===== src/design/term_count_by_size_dp_macros.svh =====
// assertion helpers shared by the term counter modules
`ifndef TERM_COUNT_BY_SIZE_DP_MACROS_SVH
`define TERM_COUNT_BY_SIZE_DP_MACROS_SVH

`ifndef SYNTH
// same-cycle implication
`define TCS_ASSERT_IMPL(lbl, clk, rstn, ante, cons, msg) \
  lbl: assert property (@(posedge clk) disable iff (!rstn) (ante) |-> (cons)) \
    else $error(msg);
// next-cycle implication
`define TCS_ASSERT_NEXT(lbl, clk, rstn, ante, cons, msg) \
  lbl: assert property (@(posedge clk) disable iff (!rstn) (ante) |=> (cons)) \
    else $error(msg);
`else
`define TCS_ASSERT_IMPL(lbl, clk, rstn, ante, cons, msg)
`define TCS_ASSERT_NEXT(lbl, clk, rstn, ante, cons, msg)
`endif

`endif


===== src/design/tcs_pkg.sv =====
`default_nettype none

package tcs_pkg;

  // problem limits
  localparam int MAX_SIZE  = 32;
  localparam int MAX_ARITY = 6;

  // field widths
  localparam int SIZE_IN_W   = 6;
  localparam int COUNT_W     = 32;
  localparam int SYM_W       = 16;
  localparam int MAXAR_REG_W = 3;
  localparam int CFG_DATA_W  = 16;

  // derived widths
  localparam int SIZE_W     = $clog2(MAX_SIZE + 1);
  localparam int IDX_W      = (MAX_SIZE > 1) ? $clog2(MAX_SIZE) : 1;
  localparam int CNT_W      = (SIZE_W > MAXAR_REG_W) ? SIZE_W : MAXAR_REG_W;
  localparam int ARITY_W    = $clog2(MAX_ARITY + 1);
  localparam int MEMO_DEPTH = MAX_SIZE * MAX_SIZE;
  localparam int MEMO_AW    = $clog2(MEMO_DEPTH);
  localparam int NUM_REGS   = MAX_ARITY + 2;
  localparam int CFG_IDX_W  = $clog2(NUM_REGS);

  // register indexes
  localparam logic [CFG_IDX_W-1:0] REG_MAX_ARITY = CFG_IDX_W'(0);
  localparam logic [CFG_IDX_W-1:0] REG_SYMBOLS0  = CFG_IDX_W'(1);

  // control from the sequencer to the multiply-accumulate unit
  typedef struct packed {
    logic               issue;
    logic               use_sym;
    logic [SYM_W-1:0]   sym;
    logic               clear;
    logic [COUNT_W-1:0] init;
  } mac_ctl_t;

  // memo entry for (size - 1, groups - 1)
  function automatic logic [MEMO_AW-1:0] memo_addr(input logic [IDX_W-1:0] row,
                                                   input logic [IDX_W-1:0] col);
    return MEMO_AW'(row) * MEMO_AW'(MAX_SIZE) + MEMO_AW'(col);
  endfunction

endpackage

`default_nettype wire


===== src/design/tcs_mac.sv =====
`default_nettype none
`include "term_count_by_size_dp_macros.svh"

module tcs_mac
  import tcs_pkg::*;
(
  input  wire logic               clk_i,
  input  wire logic               rst_ni,
  input  wire mac_ctl_t           ctl_i,
  input  wire logic [COUNT_W-1:0] terms_i,
  input  wire logic [COUNT_W-1:0] memo_i,
  output logic      [COUNT_W-1:0] acc_o,
  output logic                    busy_o
);

  logic               s1_valid_q;
  logic               s1_use_sym_q;
  logic [SYM_W-1:0]   s1_sym_q;
  logic               s2_valid_q;
  logic [COUNT_W-1:0] prod_q;
  logic [COUNT_W-1:0] acc_q;
  logic [COUNT_W-1:0] op_a;
  logic [COUNT_W-1:0] prod_d;

  // first operand: symbol count or term count
  assign op_a   = s1_use_sym_q ? COUNT_W'(s1_sym_q) : terms_i;
  assign prod_d = op_a * memo_i;

  // stage valids
  always_ff @(posedge clk_i or negedge rst_ni) begin
    if (!rst_ni) begin
      s1_valid_q <= 1'b0;
      s2_valid_q <= 1'b0;
    end else begin
      s1_valid_q <= ctl_i.issue;
      s2_valid_q <= s1_valid_q;
    end
  end

  // operand select travels with the memory read
  always_ff @(posedge clk_i) begin
    s1_use_sym_q <= ctl_i.use_sym;
    s1_sym_q     <= ctl_i.sym;
  end

  // product register, then accumulate modulo 2^32
  always_ff @(posedge clk_i) begin
    prod_q <= prod_d;
    if (ctl_i.clear) begin
      acc_q <= ctl_i.init;
    end else if (s2_valid_q) begin
      acc_q <= acc_q + prod_q;
    end
  end

  assign acc_o  = acc_q;
  assign busy_o = s1_valid_q | s2_valid_q;

  `TCS_ASSERT_IMPL(a_clear_when_idle, clk_i, rst_ni, ctl_i.clear, !s1_valid_q && !s2_valid_q, "accumulator cleared with products in flight")
  `TCS_ASSERT_IMPL(a_no_issue_on_clear, clk_i, rst_ni, ctl_i.clear, !ctl_i.issue, "step issued in the clear cycle")
  `TCS_ASSERT_NEXT(a_stage_follow, clk_i, rst_ni, s1_valid_q, s2_valid_q, "read stage not followed by product stage")

endmodule

`default_nettype wire


===== config.mk =====
export PLATFORM = sky130hd
export DESIGN_NAME = tcs_mac
export DESIGN_NICKNAME = d
export VERILOG_FILES = /design/src/design/tcs_pkg.sv /design/src/design/tcs_mac.sv
export VERILOG_INCLUDE_DIRS = /design/src /design/src/design
export SDC_FILE = /design/constraint.sdc
export NUM_CORES = 1
export LEC_CHECK = 0
export BUFFER_PORTS_ARGS = -buffer_cell sky130_fd_sc_hd__buf_2
export CAP_MARGIN = 25
export CORE_ASPECT_RATIO = 1.2
export CORE_MARGIN = 2
export CORE_UTILIZATION = 43
export DETAILED_ROUTE_END_ITERATION = 6
export PLACE_DENSITY = 0.67
export SETUP_SLACK_MARGIN = 0.15
export SYNTH_ARGS = -nofsm -noshare
export SYNTH_HDL_FRONTEND = slang
export SYNTH_SLANG_ARGS = --single-unit

===== constraint.sdc =====
create_clock -name clk_i -period 6.8 [get_ports clk_i]
set_input_delay 0 -clock clk_i [delete_from_list [all_inputs] [get_ports clk_i]]
set_output_delay 0 -clock clk_i [all_outputs]
set_load 0.02 [all_outputs]

# Word level (Yosys, flattened, before mapping)
# Cells that the tools add are included.
[word_totals]
reg_bits = 83
inputBits = 117
out_inout_bits = 33
[op_classes]
n_addsub = 1
mul = 1
muxes = 3
bitwise_logic = 1
n_reduce_logical = 1
[ops]
columns = ["op", "n"]
rows = [
  ["32-bit 2-to-1 mux", 3],
  ["32-bit adder", 1],
  ["32-bit by 32-bit multiplier with 32-bit output", 1],
  ["2-bit nonzero test", 1],
  ["1-bit OR", 1],
]

# Logic depth before layout (Yosys ltp)
# Gate-level depths: netlist (run 1).
[depth]
ltp_word = 3
depth_mapped = 30

# Least setup slack after synthesis (run 1)
# Ideal clock, no wire load.
[synth_path]
kind = "register to register"
startpoint = "register s1_use_sym_q"
endpoint = "register prod_q[30]"
setup_time_ns = 0.072
arrival_ns = 7.135
required_time_ns = 6.728
setup_slack_ns = -0.407
stages_incl_launch_ff = 30
synth_period_minus_slack_ns = 7.207
cell_sequence = "dfxtp_1 > buf_6 > buf_8 > mux2_4 > clkbuf_1 > clkbuf_1 > nand2_1 > fa_1 > inv_1 > fa_1 > inv_1 > fa_1 > fa_1 > inv_1 > fa_1 > inv_1 > fa_1 > fa_1 > fa_1 > inv_1 > ha_1 > clkbuf_1 > a21o_1 > a21o_1 > a21oi_1 > o21ai_0 > o41ai_2 > o2111ai_1 > a21oi_1 > xnor2_1"
[synth_between]
elab_chain_len = 2
[synth_lines]
columns = ["item", "line_no", "source"]
rows = [
  ["start: declaration", "tcs_mac.sv:17", "logic s1_use_sym_q;"],
  ["start signal: assignment", "tcs_mac.sv:42", "s1_use_sym_q <= ctl_i.use_sym;"],
  ["32-bit 2-to-1 mux", "tcs_mac.sv:26", "assign op_a = s1_use_sym_q ? COUNT_W'(s1_sym_q) : terms_i;"],
  ["32-bit by 32-bit multiplier with 32-bit output", "tcs_mac.sv:27", "assign prod_d = op_a * memo_i;"],
  ["named net prod_d[30]", "tcs_mac.sv:23", "logic [COUNT_W-1:0] prod_d;"],
  ["end signal: assignment", "tcs_mac.sv:48", "prod_q <= prod_d;"],
  ["end: declaration", "tcs_mac.sv:20", "logic [COUNT_W-1:0] prod_q;"],
]
# The timed path passes the listed nets, and every way through them passes these cells.
# A chain may end at the register's enable or synchronous reset.

# Final worst setup path (run 1)
[layout_path]
startpoint = "register s1_use_sym_q"
endpoint = "register prod_q[31]"
# The elaborated chain is that of the path after synthesis.

==> key figures, run 1 <==
Status
  • Status: finished, violations left
  • Failing checks: setup timing

Global routing
  • Initial antenna violation count: 1
  • Pin count of the biggest net entering global routing: 62
  • Global route total overflow: 0
  • Vias in the first global route: 17600
  • Gr usage total: 25.6%
  • First-pass GRT wire length: 94300 um

Floorplan
  • Die area: 0.0479 mm^2
  • Core area: 0.0457 mm^2
  • Effective utilization at floorplan: 43.4%
  • Row count: 86
  • Height of the die: 239 um
  • Die Wd: 200 um
  • Top Ports: 150

Finish
  • Fillers: 4102
  • Syn-to-layout area delta: 21.4%
  • NumNets Final: 3146
  • Ratio of cells with drive above 1 in the final layout: 21.0%
  • Most frequent cells in the layout: inv_1, fa_1, nand2_1
  • Most common cell after layout, fill and taps aside: inv_1
  • Ant diodes: 0

Clocking
  • CTS tree: built
  • Root Driver: clkbuf_16
  • Num CTS Buffers: 9
  • Clk sink count: 83
  • Worst-path clk slew: 0.07 ns
  • Clock latency on the worst-skew pair: 0.38 ns
  • H-tree levels: 3
  • Clock buffer depth: 2

Synth
  • Synthesized cell area: 0.0198 mm^2
  • Top cells by area, synth: fa_1, ha_1, and2_1
  • Synth unique cells: 61
  • Yosys top cell by area: fa_1
  • Adder-Cell Fraction of Synth Area: 51.0%
  • Post-Syn Area per Cell: 9.22 um^2
  • Post-synthesis mux area share: 1.24%
  • Top-area cell type share of the netlist area: 41.3%
  • Seq/Total Area, Yosys: 10.0%
  • Fraction of registers with async set/reset: 2.41%
  • XOR/XNOR Fraction of Synth Area: 4.61%
  • Combinational family with the most area after synthesis: adder cells
  • Synth Instances: 2152
  • Seq cells post-synth: 83
  • Syn Nets: 2832
  • Warnings, synthesis: 0
  • Post-synth EDFFs: 32
  • Most used DFF post-synth: dfxtp_1
  • Synth Area in Simple Gates: 17.6%
  • Synth Area in Compound Gates: 5.83%

Timing
  • Unrepaired setup endpoints after global routing: yes
  • Worst rel slew slack: 42.7%
  • Hold WS: 0.239 ns
  • Tightest Pin Transition: 0.860 ns
  • Fin. Hold Viols: 0
  • PnR worst setup slack: -0.258 ns
  • Max Clk Rate: 0.142 GHz
  • Sum Neg Setup Slack: -0.975 ns
  • Tcrit/Tclk final: 104%
  • Clock Skew: 0.0135 ns
  • Setup violators final: 9
  • Count of final max-slew check failures: 0
  • Min Tclk post-route: 7.06 ns

Placement
  • Post-DP HPWL: 49000 um
  • Port bufs: 149
  • Gp weighted congestion: 1.00

Routing
  • Initial DRC Count: 813
  • Detailed Route WL: 59100 um
  • Via density per instance: 5.08
  • Vias: 15700
  • WL/cell: 19.1 um
  • Post-DRT Antenna Nets: 0
  • Detailed-route DRC error count: 0
  • TritonRoute pass-1 iters: 5

Critical path
  • RR Startpoint: s1_use_sym_q
  • Worst Path Required: 7.07 ns
  • Critical path arrival: 7.32 ns
  • R2R cell count: 25
  • FF-to-FF End: prod_q[31]
  • Flop-to-flop setup slack: -0.26 ns
  • Maximum fanout along the worst path: 7
  • Endpoint kind of the worst setup timing path: flop
  • Critical Setup Path Class: flop to flop
  • Critical Path Start Type: flop
  • Most frequent CP cell: fa_1
  • Largest stage delay, worst path: 0.61 ns
  • Worst path slowest cell: fa_1
  • Critical path startpoint: s1_use_sym_q

Min path
  • WHS Path Cells: 3
  • Hold EP: prod_q[0]
  • Hold path startpoint: memo_i[0]
  • Hold Crit Class: primary input to flop

Flow run
  • Total of max-cap violations: 0
[synthesized netlist by cell type (3+ instances only)]
cell / count
mux2_4: 6
a31oi_1: 7
a211oi_1: 9
inv_1: 411
xor2_1: 20
nor2b_1: 16
a21o_1: 20
o211ai_1: 6
xnor2_1: 80
a21oi_1: 46
a211o_1: 3
nand4_1: 5
nand3b_1: 3
fa_1: 409
and2_1: 277
nand2_1: 305
and3_1: 5
dfxtp_1: 49
o31ai_1: 10
mux2_2: 12
o21bai_1: 5
clkbuf_1: 93
o21ai_0: 43
o21a_1: 10
nor3_1: 12
nand3_1: 16
or3_1: 4
ha_1: 154
nand2b_1: 6
nor2_1: 36
edfxtp_1: 32
[layout make-up]
| cell class | count | area [um^2] | area share, % |
|---|---|---|---|
| Timing Repair Buffer | 397 | 2880 | 12.0 |
| Sequential cell | 83 | 2000 | 8.28 |
| Multi-Input combinational cell | 1563 | 16600 | 69.0 |
| Clock inverter | 7 | 57.6 | 0.239 |
| Inverter | 412 | 1550 | 6.42 |
| Tap cell | 616 | 771 | 3.20 |
| Clock buffer | 9 | 225 | 0.935 |
[sequential cells by signal, summed over array words and instances (netlist names)]
signal        flops
prod_q           32
s1_use_sym_q      1
s1_valid_q        1
s2_valid_q        1
s1_sym_q         16
acc_o            32
[worst max-delay path: cells and delay by family, from the launching register on]
kind | cells | cell delay [ns]
AO/OA/AOI/OAI | 7 | 1.11
buffers and inverters | 6 | 0.45
multiplexers | 1 | 0.36
adder cells (fa/ha/maj) | 9 | 4.26
AND/OR/NAND/NOR | 1 | 0.19
flip-flops | 1 | 0.43
XOR/XNOR | 1 | 0.13
[worst max-delay path by stage]
stage | to | depth (start not counted)
6_report | prod_q[31] | 25
5_1_grt | prod_q[30] | 26
4_1_cts | prod_q[31] | 24
3_5_place_dp | prod_q[31] | 26
3_3_place_gp | prod_q[31] | 26
2_1_floorplan | prod_q[30] | 27
[per-layer routing]
layer  routed length, um  global-route usage (%)
met1               22000                    28.4
met4                3180                    12.6
met5                  17                       0
met2               31300                    48.2
met3                2580                    3.16
[metrics by stage]
| step | std cells | setup WS [ns] | utilization (%) | instance area [um^2] |
|---|---|---|---|---|
| after floorplan | 2152 | -0.0939 | - | 20100 |
| after global placement | 2979 | -0.428 | 48.7 | 22300 |
| after detailed placement | 2979 | -0.507 | 48.7 | 22300 |
| final | 3087 | -0.258 | 52.7 | 24100 |
| after global routing | 3087 | -0.511 | 52.7 | 24100 |
| after CTS | 3065 | -0.254 | 51.6 | 23600 |
[cells by family (layout without fill, tap and decap cells)]
family	Yosys count	in the layout
flops	83	83
xor+xnor	102	102
simple gates	697	697
compound gates	179	179
fa+ha+maj	563	563
buf+inv	508	825
mux	20	22
[what timing repair did]
action / CTS / global route
endpoints found under the hold margin: 52 / 0
hold buffers: 52 / 0
pin swaps: 69 / 66
gates resized for setup: 85 / 78
endpoints found under the setup margin: 16 / 18
setup buffers: 16 / 22
gates cloned: 2 / 0
Power of run 1 is left out: the tool's default activity adds up to more than one toggle a clock period on the data nets, which glitch-free logic cannot reach.
==> run 2: changes to the inputs <==
CAP_MARGIN = unset   (was 25)
PLACE_DENSITY = 0.64   (was 0.67)
clock period = 6.55 ns   (was 6.8 ns; I/O delays follow)
==> key figures, run 2 (synthesis gave the netlist of run 1 again) <==
Finish
  • Most frequent cells in the layout: inv_1, fa_1, nand2_1
  • Ratio of cells with drive above 1 in the final layout: 21.6%
  • Fillers: 4152
  • NumNets Final: 3181
  • Syn-to-layout area delta: 23.1%
  • Most common cell after layout, fill and taps aside: inv_1

Clocking
  • Num CTS Buffers: 9
  • Worst-path clk slew: 0.09 ns
  • H-tree levels: 3
  • Clock latency on the worst-skew pair: 0.38 ns
  • CTS tree: built
  • Clock buffer depth: 2
  • Root Driver: clkbuf_16
  • Clk sink count: 83

Floorplan
  • Core area: 0.0457 mm^2
  • Effective utilization at floorplan: 43.4%
  • Top Ports: 150
  • Die Wd: 200 um
  • Row count: 86
  • Height of the die: 239 um
  • Die area: 0.0479 mm^2

Global routing
  • Initial antenna violation count: 0
  • Gr usage total: 25.7%
  • Pin count of the biggest net entering global routing: 62
  • Vias in the first global route: 18000
  • First-pass GRT wire length: 95000 um
  • Global route total overflow: 0

Critical path
  • Crit-path leading delay family: adder cells
  • Worst Path Required: 6.80 ns
  • Endpoint kind of the worst setup timing path: flop
  • RR Startpoint: s1_use_sym_q
  • Maximum fanout along the worst path: 7
  • FF-to-FF End: prod_q[31]
  • Largest stage delay, worst path: 0.56 ns
  • Critical Path Start Type: flop
  • Critical path startpoint: s1_use_sym_q
  • Critical Setup Path Class: flop to flop
  • Critical path endpoint: prod_q[31]
  • Worst path bufs/invs: 8
  • CP Depth: 27
  • Worst path slowest cell: fa_2
  • Critical path arrival: 7.34 ns
  • R2R cell count: 27
  • Flop-to-flop setup slack: -0.54 ns

Routing
  • Initial DRC Count: 745
  • Vias: 15800
  • Post-DRT Antenna Nets: 0
  • TritonRoute pass-1 iters: 5
  • Detailed-route DRC error count: 0
  • WL/cell: 18.8 um
  • Detailed Route WL: 58700 um
  • Via density per instance: 5.07

Flow run
  • Total of max-cap violations: 0

Placement
  • Port bufs: 149
  • Dpl ws: -0.677 ns
  • Post-DP HPWL: 48600 um
  • Gp weighted congestion: 0.939

Status
  • Status: finished, violations left
  • Failing checks: setup timing

Timing
  • Setup violators final: 14
  • Min Tclk post-route: 7.09 ns
  • Worst rel slew slack: 44.9%
  • Clock Skew: 0.0246 ns
  • Count of final max-slew check failures: 0
  • Fin. Hold Viols: 0
  • PnR worst setup slack: -0.539 ns
  • Hold WS: 0.0207 ns
  • Tightest Pin Transition: 0.827 ns
  • Unrepaired setup endpoints after global routing: yes
  • Tcrit/Tclk final: 108%
  • Max Clk Rate: 0.141 GHz

Min path
  • Hold Crit Class: primary input to flop
## run 2: changes by cell type in the layout (fill, tap and decap cells not counted), moves of 7 or more
cell | previous run | this run
buf_4 | 165 | 192
buf_12 | 3 | 14
buf_6 | 27 | 19
inv_1 | 393 | 400
inv_2 | 18 | 11
nor2b_4 | 2 | 9
## run 2: cell type report
cell class	count	area, um^2	area share (%)
Clock inverter	7	82.6	0.338
Multi-Input combinational cell	1565	16500	67.7
Tap cell	616	771	3.15
Inverter	412	1550	6.33
Antenna cell	1	2.50	0.0102
Timing Repair Buffer	430	3280	13.4
Sequential cell	83	2000	8.17
Clock buffer	9	225	0.922
## run 2: repair_timing
| item | in CTS | in global routing |
|---|---|---|
| gates cloned | 5 | 0 |
| gates resized for setup | 75 | 63 |
| hold endpoints to repair | 49 | 0 |
| endpoints found under the setup margin | 18 | 19 |
| pin swaps | 51 | 48 |
| hold buffers | 49 | 0 |
| buffers inserted | 29 | 25 |
## run 2: worst reg2reg max path, delay by kind of cell, from the launching register on
| kind | cells | cell delay (ns) |
|---|---|---|
| XOR/XNOR | 1 | 0.14 |
| AND/OR/NAND/NOR | 1 | 0.16 |
| multiplexers | 1 | 0.34 |
| buffers and inverters | 8 | 0.91 |
| AO/OA/AOI/OAI | 7 | 1.18 |
| adder cells (fa/ha/maj) | 9 | 3.83 |
| flip-flops | 1 | 0.42 |
## run 2: worst min-delay path by stage
stage | startpoint | cells after the start | to | slack [ns]
2_1_floorplan | rst_ni | 0 | s1_valid_q | -0.30
3_3_place_gp | rst_ni | 1 | s2_valid_q | -0.22
3_5_place_dp | rst_ni | 1 | s1_valid_q | -0.21
4_1_cts | ctl_i[28] | 3 | acc_o[28] | 0.007
5_1_grt | ctl_i[25] | 3 | acc_o[25] | 0.04
6_report | ctl_i[25] | 3 | acc_o[25] | 0.02
## run 2: stage by stage
stage          utilization, %  setup TNS [ns]  instance area [um^2]  std cells
2_1_floorplan               -           -1.00                 20100       2152
6_report                 53.4           -4.51                 24400       3123
3_5_place_dp             49.2           -4.82                 22500       2998
3_3_place_gp             49.2           -3.18                 22500       2998
4_1_cts                  52.4           -3.08                 24000       3097
5_1_grt                  53.4           -8.34                 24400       3122
## run 2: metal layers
layer	GRT usage, %	vias up	part of all wire, %
met5	0	-	0
met4	13.0	0	5.7
met3	3.18	145	4.7
met2	47.6	489	52
met1	29.0	7977	38
li1	-	7211	-
Power of run 2 is left out for the same reason.
